$ cat src/rtl/aat_pkg.sv
// shared types, constants and saturation helpers for the affine box transform
package aat_pkg;

   localparam int FRAC_BITS_DEF = 16;
   localparam int Q_W           = 32;
   localparam int ACC_W         = 64;
   localparam int CSR_W         = 64;
   localparam int CSR_IDX_W     = 3;
   localparam int AXES          = 3;

   typedef logic signed [Q_W-1:0]   q_type;
   typedef logic signed [ACC_W-1:0] acc_type;

   typedef struct packed {
      q_type [AXES-1:0] m;
      q_type            t;
   } mat_row_type;

   typedef struct packed {
      q_type lo;
      q_type hi;
      logic  ovf;
   } bound_type;

   typedef enum logic [CSR_IDX_W-1:0] {
      CSR_XX_XY = 3'd0,
      CSR_XZ_TX = 3'd1,
      CSR_YX_YY = 3'd2,
      CSR_YZ_TY = 3'd3,
      CSR_ZX_ZY = 3'd4,
      CSR_ZZ_TZ = 3'd5
   } csr_index_type;

   localparam acc_type Q_MAX = 64'sh0000_0000_7fff_ffff;
   localparam acc_type Q_MIN = -64'sh0000_0000_8000_0000;

   function automatic logic is_sat(input acc_type v);
      return (v > Q_MAX) || (v < Q_MIN);
   endfunction

   function automatic q_type sat_q(input acc_type v);
      q_type r;
      if (v > Q_MAX) begin
         r = Q_MAX[Q_W-1:0];
      end else if (v < Q_MIN) begin
         r = Q_MIN[Q_W-1:0];
      end else begin
         r = v[Q_W-1:0];
      end
      return r;
   endfunction

endpackage

$ cat src/rtl/aat_bound.sv
// one output axis: center and extent sums, then saturated lower and upper bounds
module aat_bound import aat_pkg::*; (
   input  q_type                t,
   input  acc_type [AXES-1:0]   pc,
   input  acc_type [AXES-1:0]   pe,
   output bound_type            bnd
);

   acc_type nc;
   acc_type ne;
   acc_type lo_w;
   acc_type hi_w;

   always_comb begin
      nc      = $signed(t) + $signed(pc[0]) + $signed(pc[1]) + $signed(pc[2]);
      ne      = $signed(pe[0]) + $signed(pe[1]) + $signed(pe[2]);
      lo_w    = nc - ne;
      hi_w    = nc + ne;
      bnd.lo  = sat_q(lo_w);
      bnd.hi  = sat_q(hi_w);
      bnd.ovf = is_sat(lo_w) | is_sat(hi_w);
   end

endmodule

$ cat config.mk
export PLATFORM = sky130hd
export DESIGN_NAME = aat_bound
export DESIGN_NICKNAME = d
export VERILOG_FILES = /design/src/rtl/aat_pkg.sv /design/src/rtl/aat_bound.sv
export SDC_FILE = /design/constraint.sdc
export NUM_CORES = 1
export LEC_CHECK = 0
export ABC_AREA = 1
export BUFFER_PORTS_ARGS = -buffer_cell sky130_fd_sc_hd__buf_2
export CELL_PAD_IN_SITES_DETAIL_PLACEMENT = 2
export CELL_PAD_IN_SITES_GLOBAL_PLACEMENT = 2
export CORE_UTILIZATION = 27
export DETAILED_ROUTE_END_ITERATION = 8
export PLACE_DENSITY = 0.93
export SYNTH_ARGS = -nofsm -noshare
export SYNTH_HDL_FRONTEND = slang
export SYNTH_SLANG_ARGS = --single-unit
$ cat constraint.sdc
create_clock -name vclk -period 7.47
set_clock_uncertainty 0.05 [all_clocks]
set_input_delay 1.1205 -clock vclk [all_inputs]
set_output_delay 1.1205 -clock vclk [all_outputs]
set_load 0.005 [all_outputs]
==> summary.txt, run 1 <==
Synthesis
  – Synth Instances: around 4700
  – Syn_area_per_cell: between 5 and 6 sq um
  – Mapped cell area: approximately 26000 sq um
  – Top cells by area, synth: nand2_1, fa_1, inv_1
  – Share of the synthesized area in the top cell type: between 20% and 30%
  – Distinct cells, synth: 46
  – Seq/Total Area, Yosys: 0%
  – Syn_nets: 5512
  – Yosys warns: 0
  – Area leader, netlist: nand2_1

Place
  – Port Buffer Count: slightly below 500
  – Final RePlAce weighted congestion: roughly 1.0
  – Detailed Place HPWL: 227500 um

Die
  – Initial core utilization: between 20 and 30%
  – Io pins: 481
  – Num rows: between 100 and 150
  – Chip height: between 300 and 400 um
  – DIE WIDTH: around 310 um

Run status
  – Error: [ERROR DPL-0033] detailed placement checks failed during check placement.
  – Status: stopped before the end
  – Failed at: detailed placement
==> cell usage after synthesis (29+ instances only) <==
master	instances
xnor2_1	46
o21ai_0	134
ha_1	251
fa_1	192
xor2_1	135
o21bai_1	45
nand4_1	54
buf_2	29
a21oi_1	294
nor2_2	47
inv_1	987
nand2_1	1527
nand3_1	200
a21o_1	33
nor2_1	427
==> kinds of logic after synthesis <==
group           share of synthesized area [%]
fa+ha+maj                               26.94
xor+xnor                                6.114
buf+inv                                 16.69
simple gates                            37.49
compound gates                          12.77
==> stage by stage <==
stage	std cells	hold WS, ns	setup TNS [ns]	worst slack (ns)
global placement	7349	2.847	-93.56	-1.591
floorplan	4653	2.604	0	0.1336
==> inputs of run 2 (changes only) <==
--- a/config.mk
+++ b/config.mk
@@ -7,11 +7,9 @@
 export LEC_CHECK = 0
 export ABC_AREA = 1
 export BUFFER_PORTS_ARGS = -buffer_cell sky130_fd_sc_hd__buf_2
-export CELL_PAD_IN_SITES_DETAIL_PLACEMENT = 2
-export CELL_PAD_IN_SITES_GLOBAL_PLACEMENT = 2
-export CORE_UTILIZATION = 27
+export CORE_UTILIZATION = 31
 export DETAILED_ROUTE_END_ITERATION = 8
-export PLACE_DENSITY = 0.93
+export PLACE_DENSITY_LB_ADDON = 0.15
 export SYNTH_ARGS = -nofsm -noshare
 export SYNTH_HDL_FRONTEND = slang
 export SYNTH_SLANG_ARGS = --single-unit
==> constraint.sdc (replaced) <==
create_clock -name vclk -period 9.7
set_clock_uncertainty 0.05 [all_clocks]
set_input_delay 1.455 -clock vclk [all_inputs]
set_output_delay 1.455 -clock vclk [all_outputs]
set_load 0.005 [all_outputs]
==> summary.txt, run 2 <==
Die
  – Die area: approximately 85000 sq um
  – DIE WIDTH: just under 300 um
  – Num rows: about 110
  – Io pins: between 400 and 500
  – Core area: between 80000 and 90000 sq um
  – Chip height: about 290 um
  – Initial core utilization: 31.48%

Run
  – Max-capacitance violation count: 0

Run status
  – Status: completed

Route
  – Vias: between 30000 and 40000
  – DRT Wirelength: approximately 120000 um
  – Initial DRC count: 2196
  – Routed vias/inst: approximately 4.9
  – Post-route ant nets: 0
  – # DRC: 0
  – DR WL/cell: approximately 19 um
  – Drt pass-1 iters: 6

Synthesis
  – Syn_nets: between 5000 and 6000
  – Seq/Total Area, Yosys: 0%
  – Most frequent cells after synthesis: nand2_1, inv_1, nor2_1
  – Top cells by area, synth: nand2_1, fa_1, inv_1
  – Share of the synthesized area in the top cell type: ~22%
  – Distinct cells, synth: 46
  – Mapped cell area: between 20000 and 30000 sq um
  – Synth Instances: 4653
  – Most common cell in the netlist: nand2_1
  – Area leader, netlist: nand2_1
  – Yosys warns: 0
  – Syn_area_per_cell: approximately 5.6 sq um

Global routing
  – Largest net degree at the start of global routing: 32
  – Vias in the first global route: between 30000 and 40000
  – Grt total ovfl: 0
  – First-pass GRT wire length: roughly 180000 um
  – Antenna violations before repair: 0
  – Total Routing Usage GR: about 28%

Timing
  – Fin. Hold Viols: 0
  – Fin crit period: roughly 9.4 ns
  – Final setup fails: 0
  – Slew Limit Fails: 0
  – Worst Max-Slew Pin Slew: roughly 0.69 ns
  – Final Cycle Share: between 90 and 100%
  – F_max: ~110 MHz
  – WHS: around 3.5 ns
  – Relative slew slack: between 50% and 60%

Cells and area
  – Fill cells: around 9400
  – Final net count: between 6000 and 7000
  – Most frequent cells in the layout: nand2_1, inv_1, buf_2
  – Area Overhead vs Synth: 21.52%
  – FFs & Latches: 0
  – Layout cells sized above 1: 17.74%
  – Final Core Density: 38.25%
  – FF/Latch Area: 0 sq um
  – Commonest non-fill, non-tap cell in the layout: nand2_1
  – Layout clock buffers: 0

Hold path
  – Hold path start: pe[128]
  – Hold Path Class: input port to output port

Critical path
  – Critical path launch point: t[5]
  – Setup crit end kind: output port
  – WS Path Type: input port to output port
  – Most frequent CP cell: nand2_1
  – Worst Path Required: just over 8 ns
  – CP max stage delay: 0.52 ns
  – Critical path fanouts, max: 20
  – Slowest cell on the critical path: fa_1
  – Setup crit start kind: input port
  – Critical path arrival: between 7 and 8 ns

Place
  – Final RePlAce weighted congestion: about 1
  – Detailed Place HPWL: around 110000 um
  – Port Buffer Count: between 400 and 500
==> run 2: final cells by class <==
| type | instances | area, sq um | area share (%) |
|---|---|---|---|
| antenna | 1 | 2.502 | 0.007942 |
| inverter | 1013 | 3806 | 12.08 |
| tap | 1070 | 1339 | 4.249 |
| multi-input combinational | 3570 | 22120 | 70.21 |
| timing repair buffer | 711 | 4238 | 13.45 |
==> run 2: final timing paths <==
path | to | slack [ns] | cells past startpoint
setup / recovery | bnd[53] | 0.32 | 38
hold / removal | bnd[33] | 3.51 | 7
==> run 2: worst max-delay path: cells and delay by family <==
family                     cells  cell delay [ns]
xor gates and xnor gates       1             0.16
adders and majority gates      4             1.82
buffers and inverters         10             1.21
AOI/OAI and AO/OA              5             1.17
and+or+nand+nor               18             2.02
==> run 2: routing by layer <==
| layer | routed length [um] | vias up | GRT usage, % |
|---|---|---|---|
| met2 | 55840 | 961 | 47.21 |
| met4 | 2901 | 0 | 5.265 |
| li1 | - | 15480 | - |
| met5 | 0 | - | 0 |
| met1 | 57180 | 14340 | 39.27 |
| met3 | 6247 | 134 | 1.283 |
==> run 2: per-stage QoR <==
stage	TNS [ns]	setup slack (ns)	area, sq um	cells
final	0	0.3227	31510	6365
after CTS	0	0.01065	30950	6360
after detailed placement	-2.106	-0.05328	30950	6360
after global routing	-0.2893	-0.03246	31510	6364
after global placement	-2.379	-0.08545	30950	6360
after floorplan	0	1.695	25930	4653
==> run 2: logic make-up after synthesis <==
logic type / after synthesis / share of synthesized area (%)
XOR/XNOR: 181 / 6.114
AND/OR/NAND/NOR: 2359 / 37.49
AO/OA/AOI/OAI: 587 / 12.77
adder cells (fa/ha/maj): 443 / 26.94
buffers and inverters: 1083 / 16.69
==> run 2: what timing repair did <==
action / in CTS / in global routing
pin swaps: 0 / 4
setup endpoints to repair: 62 / 65
setup buffers: 0 / 4
gates resized for setup: 2 / 121
hold buffers: 0 / 0
Power of run 2 is not shown: default switching activity piles up to over one toggle a cycle in this logic, so the estimate is an artifact.
