==> src/rtl/aat_pkg.sv <==
// shared types, constants and saturation helpers for the affine box transform
package aat_pkg;

   localparam int FRAC_BITS_DEF = 16;
   localparam int Q_W           = 32;
   localparam int ACC_W         = 64;
   localparam int CSR_W         = 64;
   localparam int CSR_IDX_W     = 3;
   localparam int AXES          = 3;

   typedef logic signed [Q_W-1:0]   q_type;
   typedef logic signed [ACC_W-1:0] acc_type;

   typedef struct packed {
      q_type [AXES-1:0] m;
      q_type            t;
   } mat_row_type;

   typedef struct packed {
      q_type lo;
      q_type hi;
      logic  ovf;
   } bound_type;

   typedef enum logic [CSR_IDX_W-1:0] {
      CSR_XX_XY = 3'd0,
      CSR_XZ_TX = 3'd1,
      CSR_YX_YY = 3'd2,
      CSR_YZ_TY = 3'd3,
      CSR_ZX_ZY = 3'd4,
      CSR_ZZ_TZ = 3'd5
   } csr_index_type;

   localparam acc_type Q_MAX = 64'sh0000_0000_7fff_ffff;
   localparam acc_type Q_MIN = -64'sh0000_0000_8000_0000;

   function automatic logic is_sat(input acc_type v);
      return (v > Q_MAX) || (v < Q_MIN);
   endfunction

   function automatic q_type sat_q(input acc_type v);
      q_type r;
      if (v > Q_MAX) begin
         r = Q_MAX[Q_W-1:0];
      end else if (v < Q_MIN) begin
         r = Q_MIN[Q_W-1:0];
      end else begin
         r = v[Q_W-1:0];
      end
      return r;
   endfunction

endpackage

==> src/rtl/aat_csr.sv <==
// matrix configuration registers, reset to the identity transform
module aat_csr import aat_pkg::*; #(
   parameter int FRAC_BITS = FRAC_BITS_DEF
) (
   input  logic                     clock,
   input  logic                     reset,
   input  logic                     csr_we,
   input  logic [CSR_IDX_W-1:0]     csr_index,
   input  logic [CSR_W-1:0]         csr_wdata,
   output mat_row_type [AXES-1:0]   mat
);

   localparam q_type ONE_Q  = q_type'(32'(1) << FRAC_BITS);
   localparam q_type ZERO_Q = '0;

   // each row packs m[2], m[1], m[0], t from the top down
   localparam mat_row_type [AXES-1:0] MAT_RESET = {
      {ONE_Q,  ZERO_Q, ZERO_Q, ZERO_Q},
      {ZERO_Q, ONE_Q,  ZERO_Q, ZERO_Q},
      {ZERO_Q, ZERO_Q, ONE_Q,  ZERO_Q}
   };

   mat_row_type [AXES-1:0] mat_ff;

   always_ff @(posedge clock) begin
      if (reset) begin
         mat_ff <= MAT_RESET;
      end else if (csr_we) begin
         case (csr_index)
            CSR_XX_XY: begin
               mat_ff[0].m[0] <= csr_wdata[63:32];
               mat_ff[0].m[1] <= csr_wdata[31:0];
            end
            CSR_XZ_TX: begin
               mat_ff[0].m[2] <= csr_wdata[63:32];
               mat_ff[0].t    <= csr_wdata[31:0];
            end
            CSR_YX_YY: begin
               mat_ff[1].m[0] <= csr_wdata[63:32];
               mat_ff[1].m[1] <= csr_wdata[31:0];
            end
            CSR_YZ_TY: begin
               mat_ff[1].m[2] <= csr_wdata[63:32];
               mat_ff[1].t    <= csr_wdata[31:0];
            end
            CSR_ZX_ZY: begin
               mat_ff[2].m[0] <= csr_wdata[63:32];
               mat_ff[2].m[1] <= csr_wdata[31:0];
            end
            CSR_ZZ_TZ: begin
               mat_ff[2].m[2] <= csr_wdata[63:32];
               mat_ff[2].t    <= csr_wdata[31:0];
            end
            default: begin
            end
         endcase
      end
   end

   assign mat = mat_ff;

endmodule

==> config.mk <==
export PLATFORM = sky130hd
export DESIGN_NAME = aat_csr
export DESIGN_NICKNAME = d
export VERILOG_FILES = /design/src/rtl/aat_pkg.sv /design/src/rtl/aat_csr.sv
export SDC_FILE = /design/constraint.sdc
export NUM_CORES = 1
export LEC_CHECK = 0
export BUFFER_PORTS_ARGS = -buffer_cell sky130_fd_sc_hd__buf_2
export CAP_MARGIN = 20
export CORE_ASPECT_RATIO = 1.4
export CORE_MARGIN = 8
export CORE_UTILIZATION = 50
export DETAILED_ROUTE_END_ITERATION = 12
export GPL_ROUTABILITY_DRIVEN = 0
export MAX_ROUTING_LAYER = met4
export PLACE_DENSITY_LB_ADDON = 0.15
export SLEW_MARGIN = 5
export SYNTH_ARGS = -nofsm -noshare
export SYNTH_HDL_FRONTEND = slang
export SYNTH_SLANG_ARGS = --single-unit
==> constraint.sdc <==
create_clock -name clock -period 2.22 [get_ports clock]
set_input_delay 0.222 -clock clock [delete_from_list [all_inputs] [get_ports clock]]
set_output_delay 0.222 -clock clock [all_outputs]
set_load 0.01 [all_outputs]
# After elaboration in Yosys (flattened, before gate mapping)
# Index checks and enable logic that the tools add are counted.
word_totals:
  reg_bits: 384
  inputBits: 70
  output_inout_bits: 384
  wordCells: 24
classes:
  n_eq_ne: 5
  reduce_logical: 7
ops:
  columns: ["operator", "n"]
  rows:
  - ["AND reduction 2 bit", 6]
  - ["equality test 3 x 2 -> 1 bit, second input constant", 2]
  - ["equality test 3 bit, second input constant", 2]
  - ["equality test 3 x 1 -> 1 bit, second input constant", 1]
  - ["zero test 3 bit", 1]

# Depth between registers and ports, before layout
depth:
  ltp_word: 2
  depth_mapped: 5
  mapped_depth_nobuf: 2

# Least setup slack after synthesis
# OpenSTA, ideal clock, no wires.
synth_path:
  kind: "input to register"
  from: "input port csr_index[0]"
  to: "register mat_ff (netlist bit mat[53])"
  setup_ns: 0.124
  arrival_time_ns: 1.121
  t_required_ns: 2.096
  slack_ns: 0.975
  cell_stages: 4
  path_buffers: 2
  cell_sequence: "or4b_1 -> buf_2 -> buf_6 -> mux2i_1"
synth_via:
  elab_chain_cells: 2
synth_lines:
  columns: ["item", "line", "text"]
  rows:
  - ["start: declaration", "aat_csr.sv:8", "input logic [CSR_IDX_W-1:0] csr_index,"]
  - ["zero test 3 bit", "aat_csr.sv:29", "case (csr_index)"]
  - ["AND reduction 2 bit (no line)", null, null]
  - ["end: declaration", "aat_csr.sv:23", "mat_row_type [AXES-1:0] mat_ff;"]
# Every way passes these cells.
# A chain may end at the register's enable or synchronous reset.

# Worst setup path in the final report
layout_path:
  from: "register mat_ff (netlist bit mat[177])"
  to: "output port mat[177] (netlist bit)"
layout_lines:
  columns: ["item", "line", "text"]
  rows:
  - ["end: declaration", "aat_csr.sv:10", "output mat_row_type [AXES-1:0] mat"]
# No word-level cell between the ends.

==> out/metrics.cfg <==
[status]
outcome = finished, final reports clean

[power_and_ir_drop]
ir_worst_vdd_mv = 0.516
p_leak_nw = 10.1
power_density_nw_per_um2 = 763

[routing]
vias = 10768
drtIter0Drc = 527
ant_nets = 0
drc = 0
wl_um = 44100
wl_per_cell_um = 20.5
viasPerCell = 5.01
drt_pre_antenna_iters = 4

[floorplanning]
die_x_um = 162
die_y_um = 220
die_area_um2 = 35500
num_io_pins = 454
start_util_pct = 50.9
rows = 74
core_area_um2 = 29200

[worst_setup_path]
critical-path-slowest-cell = dfxtp_1
path_buf_inv = 1
rrSetupSlack_ns = 1.56
worstSetupPathType = reg -> out
cp.arrival_ns = 1.08
cp_top_family = flip-flops
r2r-end = mat[177]
cp_cell_sequence = buf_2
r2r_cells = 2
cp_max_fo = 2
critPathCaptureType = output pin
startpoint_type = flip-flop
cp.required_ns = 2.00
reg2reg_from = mat[177]
critPathMaxStageDelay_ns = 0.40

[finish]
area.sequential_um2 = 7690
diodes = 0
fin_cells = 2150
fin_nets = 1816
drive_gt1_share_pct = 30.3
multi_input_area_um2 = 6800
syn_to_final_growth_pct = 26.6
postLayoutCellArea_um2 = 18800
largest_reg_flops = 384
num-fill-cells = 2409

[sta]
maxSlewViolCount = 0
setup_viol = 0
worst_clock_skew_ns = 0
finalHoldViolations = 0
fin_crit_sh_pct = 58.6
fin_crit_ns = 1.30
setup_slack_ns = 0.919
worst_slew_pin_slew_ns = 0.692
tns_ns = 0
fmax_mhz = 769
holdWs_ns = 0.0363
rsz0062_at_grt = false
max_slew_margin_pct = 53.9

[hold_path]
hold_class = in -> reg
hold_depth = 3
whs_endpoint = mat[208]
min_from = csr_wdata[16]

[synthesis]
synth_top_family_by_area = multiplexers
netlist_instances = 1320
ys_seq_area_share_pct = 51.8
synth-seq-cells = 384
synth.mux.area_fraction_pct = 25.9
synth_fp_nets = 1390
synth_compound_area_share_pct = 0
postSynthAreaPerCell_um2 = 11.2
synth_fa_ha_area_share_pct = 0
synth.distinct_cells = 13
synth_xor_area_share_pct = 0
synth_top_area_cell = dfxtp_1
synth_area_um2 = 14800
synthSimpleGateAreaFrac_pct = 19.4
synth_top_area_share_pct = 51.8
synth_warnings = 0
yosys-top-cells-area = dfxtp_1 (52%), mux2i_1 (26%), nand2b_1 (19%)

[place]
dp.cells = 2086
numPortBuffers = 453
post_dp_cell_area_um2 = 17600
dp_hpwl_um = 31600
dp_slack_ns = 0.495

[clock_tree]
cts.sinks = 384
root_buffer = clkbuf_16
cts_setup_buffers = 0
h-tree-depth = 2
clock_latency_ns = 0.52
cts_tree = done
ctsHoldBuffers = 0
clk_pin_slew_ns = 0.06
cts_buffer_depth = 3
cts_buffers = 38
cts.repair.resized = 0

[global_route]
grt_max_degree = 76
antenna_found_initial = 0
grt-ovfl-total = 0
grt_pass1_wl_um = 65900
grt_pass1_vias = 11159
grt_usage_pct = 24.5

[job]
max_cap_viol_count = 0

==> worst register-to-register path, delay by kind of cell, from the launching register on <==
kind	cells	cell delay (ns)
flops	1	0.40
mux	1	0.12
simple gates	1	0.08
==> cell families after synthesis <==
family | Yosys count
buf+inv | 94
flops | 384
mux | 384
simple gates | 458
==> layer usage <==
layer | wire [µm] | track usage (%) | up-vias
met1 | 17500 | 26.9 | 5110
met2 | 21400 | 40.7 | 376
met4 | 1660 | 9.87 | 0
met3 | 3530 | 7.79 | 84
met5 | 0 | - | -
li1 | - | - | 5198
==> synthesized netlist by cell type (all sizes together) <==
| master | number |
|---|---|
| nand2b | 445 |
| mux2i | 384 |
| clkbuf | 50 |
| nand4b | 2 |
| nor2 | 5 |
| or4b | 1 |
| nor4bb | 1 |
| dfxtp | 384 |
| buf | 44 |
| nor4b | 1 |
| nand4bb | 3 |
==> cells in the final DEF, fill, tap and decap left out <==
master	instances
buf_12	14
buf_2	452
buf_4	13
clkbuf_1	13
clkbuf_16	41
clkbuf_8	6
clkinv_2	3
clkinvlp_4	1
dfxtp_1	384
inv_6	1
mux2i_1	384
nand2b_1	445
nand4b_1	2
nand4bb_4	3
nor2_1	5
nor4b_2	1
nor4bb_4	1
or4b_1	1
==> worst max path at each step <==
stage | start | endpoint | cells after the start
3_3_place_gp | csr_index[2] | mat[165] | 4
5_1_grt | mat[87] | mat[87] | 1
4_1_cts | mat[242] | mat[242] | 1
6_report | mat[177] | mat[177] | 1
3_5_place_dp | csr_index[2] | mat[186] | 4
2_1_floorplan | csr_index[0] | mat[53] | 4
==> metrics by stage <==
step	power (W)	util (%)
4_1_cts	0.0145	64.4
2_1_floorplan	0.00788	-
6_report	0.0143	64.4
3_5_place_dp	0.00834	60.4
3_3_place_gp	0.00833	60.4
5_1_grt	0.0148	64.4
==> report_power, final <==
group / internal [W] / switching [W] / leakage (nW) / total [W]
Combinational: 0.000467 / 0.000586 / 6.46 / 0.00105
Clock: 0.00354 / 0.00261 / 0.573 / 0.00615
Sequential: 0.00704 / 0.0000825 / 3.11 / 0.00713
Total: 0.0110 / 0.00328 / 10.1 / 0.0143
==> cell type report <==
class | instances | share of cell area (%)
multi-input cells | 842 | 36.2
flip-flops and latches | 384 | 40.9
clock inverters | 5 | 0.166
repair buffers | 480 | 14.1
clock buffers | 59 | 6.09
well taps | 380 | 2.53
Note: power is estimated with default switching activity, not from simulation.
