$ cat src/rtl/aat_pkg.sv
// shared types, constants and saturation helpers for the affine box transform
package aat_pkg;

   localparam int FRAC_BITS_DEF = 16;
   localparam int Q_W           = 32;
   localparam int ACC_W         = 64;
   localparam int CSR_W         = 64;
   localparam int CSR_IDX_W     = 3;
   localparam int AXES          = 3;

   typedef logic signed [Q_W-1:0]   q_type;
   typedef logic signed [ACC_W-1:0] acc_type;

   typedef struct packed {
      q_type [AXES-1:0] m;
      q_type            t;
   } mat_row_type;

   typedef struct packed {
      q_type lo;
      q_type hi;
      logic  ovf;
   } bound_type;

   typedef enum logic [CSR_IDX_W-1:0] {
      CSR_XX_XY = 3'd0,
      CSR_XZ_TX = 3'd1,
      CSR_YX_YY = 3'd2,
      CSR_YZ_TY = 3'd3,
      CSR_ZX_ZY = 3'd4,
      CSR_ZZ_TZ = 3'd5
   } csr_index_type;

   localparam acc_type Q_MAX = 64'sh0000_0000_7fff_ffff;
   localparam acc_type Q_MIN = -64'sh0000_0000_8000_0000;

   function automatic logic is_sat(input acc_type v);
      return (v > Q_MAX) || (v < Q_MIN);
   endfunction

   function automatic q_type sat_q(input acc_type v);
      q_type r;
      if (v > Q_MAX) begin
         r = Q_MAX[Q_W-1:0];
      end else if (v < Q_MIN) begin
         r = Q_MIN[Q_W-1:0];
      end else begin
         r = v[Q_W-1:0];
      end
      return r;
   endfunction

endpackage

$ cat src/rtl/aat_affine_unused_guard.sv
// three-stage datapath control: center/extent, products, bounds
module aat_affine_unused_guard import aat_pkg::*; (
   input  logic clock,
   input  logic reset,
   input  logic req_valid,
   input  logic rsp_ready,
   output logic req_ready,
   output logic rsp_valid,
   output logic en1,
   output logic en2,
   output logic en3,
   output logic v2
);

   logic v1_ff, v2_ff, v3_ff;

   assign en3 = !v3_ff || rsp_ready;
   assign en2 = !v2_ff || en3;
   assign en1 = !v1_ff || en2;

   always_ff @(posedge clock) begin
      if (reset) begin
         v1_ff <= 1'b0;
         v2_ff <= 1'b0;
         v3_ff <= 1'b0;
      end else begin
         if (en1) begin
            v1_ff <= req_valid;
         end
         if (en2) begin
            v2_ff <= v1_ff;
         end
         if (en3) begin
            v3_ff <= v2_ff;
         end
      end
   end

   assign req_ready = en1;
   assign rsp_valid = v3_ff;
   assign v2        = v2_ff;

   a_full_stall: assert property (@(posedge clock) disable iff (reset)
      v1_ff && v2_ff && v3_ff && !rsp_ready |-> !req_ready)
      else $error("pipeline full and stalled but request taken");

   a_accept_fills: assert property (@(posedge clock) disable iff (reset)
      req_valid && req_ready |=> v1_ff)
      else $error("accepted request lost at first stage");

   a_mid_holds: assert property (@(posedge clock) disable iff (reset)
      v2_ff && v3_ff && !rsp_ready |=> v2_ff)
      else $error("product stage dropped while result stalled");

endmodule

$ cat config.mk
export PLATFORM = sky130hd
export DESIGN_NAME = aat_affine_unused_guard
export DESIGN_NICKNAME = d
export VERILOG_FILES = /design/src/rtl/aat_pkg.sv /design/src/rtl/aat_affine_unused_guard.sv
export SDC_FILE = /design/constraint.sdc
export NUM_CORES = 1
export LEC_CHECK = 0
export ABC_AREA = 1
export BUFFER_PORTS_ARGS = -buffer_cell sky130_fd_sc_hd__buf_2
export CAP_MARGIN = 20
export CORE_AREA = 10 10 47 49
export CTS_BUF_LIST = sky130_fd_sc_hd__clkbuf_8 sky130_fd_sc_hd__clkbuf_16
export CTS_CLUSTER_SIZE = 25
export DETAILED_ROUTE_END_ITERATION = 16
export DIE_AREA = 0 0 57 59
export SKIP_LAST_GASP = 1
export SLEW_MARGIN = 15
export SYNTH_ARGS = -nofsm -noshare
export SYNTH_HDL_FRONTEND = slang
export SYNTH_SLANG_ARGS = --single-unit
$ cat constraint.sdc
create_clock -name clock -period 1 [get_ports clock]
set_input_delay 0.2 -clock clock [delete_from_list [all_inputs] [get_ports clock]]
set_output_delay 0.2 -clock clock [all_outputs]
set_load 0.02 [all_outputs]
Word level (Yosys, flattened, before mapping)
Index checks and enable logic that the tools add are counted.

storage, ports and cells
  register bits after elaboration = 3
  input port bits = 4
  output and inout port bits = 6

operators by class
  reduce and logical (&&, ||, !) cells = 6

operators by type and width
  cell                number
  $logic_not A1 Y1    3
  $logic_or A1 B1 Y1  3

Longest topological paths before layout
  word-level depth = 4
  mapped depth = 3
  gate-level depth less buffers = 3

Worst setup path after synthesis
Ideal clock, no wire load.

  kind = reg2out
  from = register v3_ff, in the netlist rsp_valid
  to = output port req_ready
  setup slack = -146 ps
  path buffers = 1
  cell stages (with the launch flop) = 3
  arrival time = 946 ps
  path through = dfxtp_1 -> nand4_2 -> buf_4

between the ends
  cells in the longest elaborated chain, start to end = 4

ends and longest elaborated chain
  what                    line                           text
  start, declared         aat_affine_unused_guard.sv:15  logic v1_ff, v2_ff, v3_ff;
  start signal, assigned  aat_affine_unused_guard.sv:34  v3_ff <= v2_ff;
  $logic_not A1 Y1        aat_affine_unused_guard.sv:17  assign en3 = !v3_ff || rsp_ready;
  $logic_or A1 B1 Y1      aat_affine_unused_guard.sv:17
  $logic_or A1 B1 Y1      aat_affine_unused_guard.sv:18  assign en2 = !v2_ff || en3;
  $logic_or A1 B1 Y1      aat_affine_unused_guard.sv:19  assign en1 = !v1_ff || en2;
  end, declared           aat_affine_unused_guard.sv:7   output logic req_ready,

Every way passes these cells.

Worst setup path in the final report
  from = register v2_ff, in the netlist v2
  to = output port en1

between the ends
  cells in the longest elaborated chain, start to end = 3

ends and longest elaborated chain
  what                    line                           text
  start, declared         aat_affine_unused_guard.sv:15
  start signal, assigned  aat_affine_unused_guard.sv:31  v2_ff <= v1_ff;
  $logic_not A1 Y1        aat_affine_unused_guard.sv:18
  $logic_or A1 B1 Y1      aat_affine_unused_guard.sv:18
  $logic_or A1 B1 Y1      aat_affine_unused_guard.sv:19
  end, declared           aat_affine_unused_guard.sv:9   output logic en1,

Every way passes these cells.

==> results.py <==
metrics = {
    "hold_path": {
        "min_delay_path_depth": 2,
        "holdPathEnd": "rsp_valid",
        "min_path_type": "input port to flop",
        "hold_start": "reset",
    },
    "route": {
        "finalWirelength_um": 411,
        "final_antenna_net_count": 0,
        "remaining_drc_errors": 0,
        "drt_first_pass_iters": 1,
        "drt_iter0_markers": 0,
        "num_vias": 145,
        "routed_via_density": 3.295,
        "route.detailed.wl_per_inst_um": 9.341,
    },
    "placed_design": {
        "place.gp.congestion": 0.6664,
        "port_buffers": 9,
    },
    "worst_setup_path": {
        "crit_path_start_kind": "flop",
        "ff2ff_path_depth": 4,
        "crit-reg2reg-capture": "v1_ff",
        "setup.worst_path.class": "flop to primary output",
        "critical_path_required_ns": 0.80,
        "worstPathMaxFanout": 4,
        "rrSetupSlack_ns": 0.08,
        "cp_capture_type": "primary output",
        "r2r-start": "v2",
        "critical_path_arrival_ns": 0.84,
    },
    "synthesis": {
        "yosys.area_share.adder": 0,
        "synthCells": 14,
        "post_synth_instance_area_um2": 118.9,
        "synth.avg_cell_area_um2": 8.490,
        "synth-warning-count": 0,
        "multiplexer_area_fraction_after_synthesis": 0,
        "netlist-cell-type-count": 7,
        "post_synth_and_or_nand_nor_area_fraction": 0.1789,
        "xor_xnor_portion_of_the_synthesized_cell_area": 0,
        "synth_fp_nets": 18,
        "seq_area_frac_synth": 0.5053,
        "synth_compound_area_frac": 0.1263,
        "postSynthRegisterBits": 3,
        "main_combinational_cell_family_by_area_after_synthesis": "buffers and inverters",
    },
    "floorplanning": {
        "design.portCount": 10,
        "placement_rows": 14,
        "initial_core_util": 0.08482,
        "fp.dieArea_mm2": 0.003363,
        "die_w_um": 57,
        "design.core.area_mm2": 0.001401,
        "dieHeight_um": 59,
    },
    "final_layout": {
        "filler_cell_count": 162,
        "drive_above_1_share": 0.6786,
        "antennaDiodeCount": 0,
        "area_growth_syn_to_layout_pct": 138.9,
        "nNetsFinal": 33,
    },
    "clocking": {
        "tritoncts_sinks": 3,
        "clock_latency_ns": 0.21,
        "clock_transition_at_the_register_clock_pins_on_the_worst_setup_and_hold_paths_after_cts_ns": 0.03,
        "cts_made_buffers": 3,
        "tritoncts": "done",
        "hold_fix_buffers_cts": 0,
        "ctsRootBufferMaster": "clkbuf_8",
        "max-clock-path-buffers": 2,
        "clock_tree.htree_level_count": 1,
    },
    "sta": {
        "fin_hold_ws_ns": 0.1670,
        "fin_crit_sh": 1.043,
        "rsz0062_at_grt": "true",
        "maxSlewHeadroom": 0.8957,
        "number_of_failing_setup_endpoints_in_the_final_timing_report": 4,
        "final-max-slew-violation-count": 0,
        "setup_ws_ns": -0.04349,
        "post-route-min-period_ns": 1.043,
        "report.final.hold_viol_count": 0,
        "clock-skew-final_ns": 0.0002524,
        "max_slew.worst_pin.slew_ns": 0.1562,
        "max_clock_freq_mhz": 958.3,
    },
    "global_routing": {
        "antenna_found_initial": 0,
        "grt_max_degree": 5,
        "global_route.overflow_total": 0,
        "first_global_vias": 171,
        "global_route_wire_length_before_repair_um": 655,
        "gr-usage-all-layers": 0.02946,
    },
    "run": {
        "drv.max_cap_violation_count": 0,
    },
    "run_status": {
        "run_status": "complete, but fails checks",
        "violations_in_the_final_reports": "negative setup slack",
    },
    "power": {
        "worst_ir_drop_vdd_uv": 298.9,
        "p_per_area_mw_per_mm2": 1752,
        "totalPowerFinal_mw": 0.4976,
        "total_leakage_power_nw": 0.1348,
    },
}
==> state kept, by name, summed over array words and instances (netlist names) <==
signal	cells
rsp_valid	1
v1_ff	1
v2	1
==> report_power, final <==
part           switching (mW)  internal [mW]  total, mW  leakage [nW]
Sequential            0.00744          0.124      0.131        0.0264
Combinational          0.0166         0.0124     0.0289        0.0815
Clock                  0.0764          0.261      0.337        0.0269
Total                   0.100          0.397      0.498         0.135
==> how the worst max path moves through the flow <==
stage	startpoint	to	slack [ns]	depth (start not counted)
2_1_floorplan	v2	req_ready	0.03	2
3_3_place_gp	rsp_ready	en2	0.13	4
3_5_place_dp	rsp_ready	en2	0.12	4
4_1_cts	rsp_valid	req_ready	-0.05	2
5_1_grt	v2	en1	-0.07	2
6_report	v2	en1	-0.04	2
==> repair_timing <==
item                       4_1_cts  5_1_grt
setup endpoints to repair        4        4
buffers inserted                 1        1
gates resized for setup         11        1
gates cloned                     0        0
pin swaps                        1        1
==> cells in the mapped netlist <==
cell type	n	share of area
nand2_1	1	0.032
nand3_1	1	0.042
dfxtp_1	3	0.51
buf_4	1	0.063
nand4_2	1	0.11
inv_1	4	0.13
a21oi_1	3	0.13
==> critical path, stage by stage (launching register included) <==
cell and delay, ns:
dfxtp_4 0.36, nand4_4 0.12, buf_6 0.15
==> placed cells by master (no fill, tap or decap), drive strengths merged <==
cell,n
a21oi,3
dfxtp,3
buf,11
clkbuf,3
inv,5
nand4,1
nand3,1
nand2,1
==> cell families (layout without fill, tap and decap cells) <==
| kind of cell | after synthesis | count (layout) |
|---|---|---|
| compound gates | 3 | 3 |
| buf+inv | 5 | 19 |
| flops | 3 | 3 |
| simple gates | 3 | 3 |
==> area by class of cell <==
class                      instances  area [um^2]  area share
clock buffer                       3        41.29      0.1454
clock inverter                     1        3.754     0.01322
sequential                         3        68.82      0.2423
multi-input combinational          6        50.05      0.1762
inverter                           4        15.01     0.05286
tap                               16        20.02     0.07048
timing repair buffer              11        85.08      0.2996
==> layer usage <==
metal  GRT usage  vias up  wire length (um)
met3     0.02790        2                94
met5           0        -                 0
met2     0.03256       10               165
met4     0.07047        0                27
met1     0.01555       62               123
li1            -       71                 -
==> per-stage QoR <==
stage | cells | utilization | setup TNS (ns) | instance area (um^2) | setup slack (ns)
detailed placement | 38 | 0.1339 | 0 | 187.7 | 0.1176
finish | 44 | 0.2027 | -0.1037 | 284.0 | -0.04349
global placement | 38 | 0.1339 | 0 | 187.7 | 0.1283
global route | 44 | 0.2027 | -0.2430 | 284.0 | -0.06970
floorplan | 14 | - | 0 | 130.1 | 0.03134
CTS | 43 | 0.1938 | -0.1309 | 271.5 | -0.04582
No activity file was read; power rests on OpenSTA's default activity.
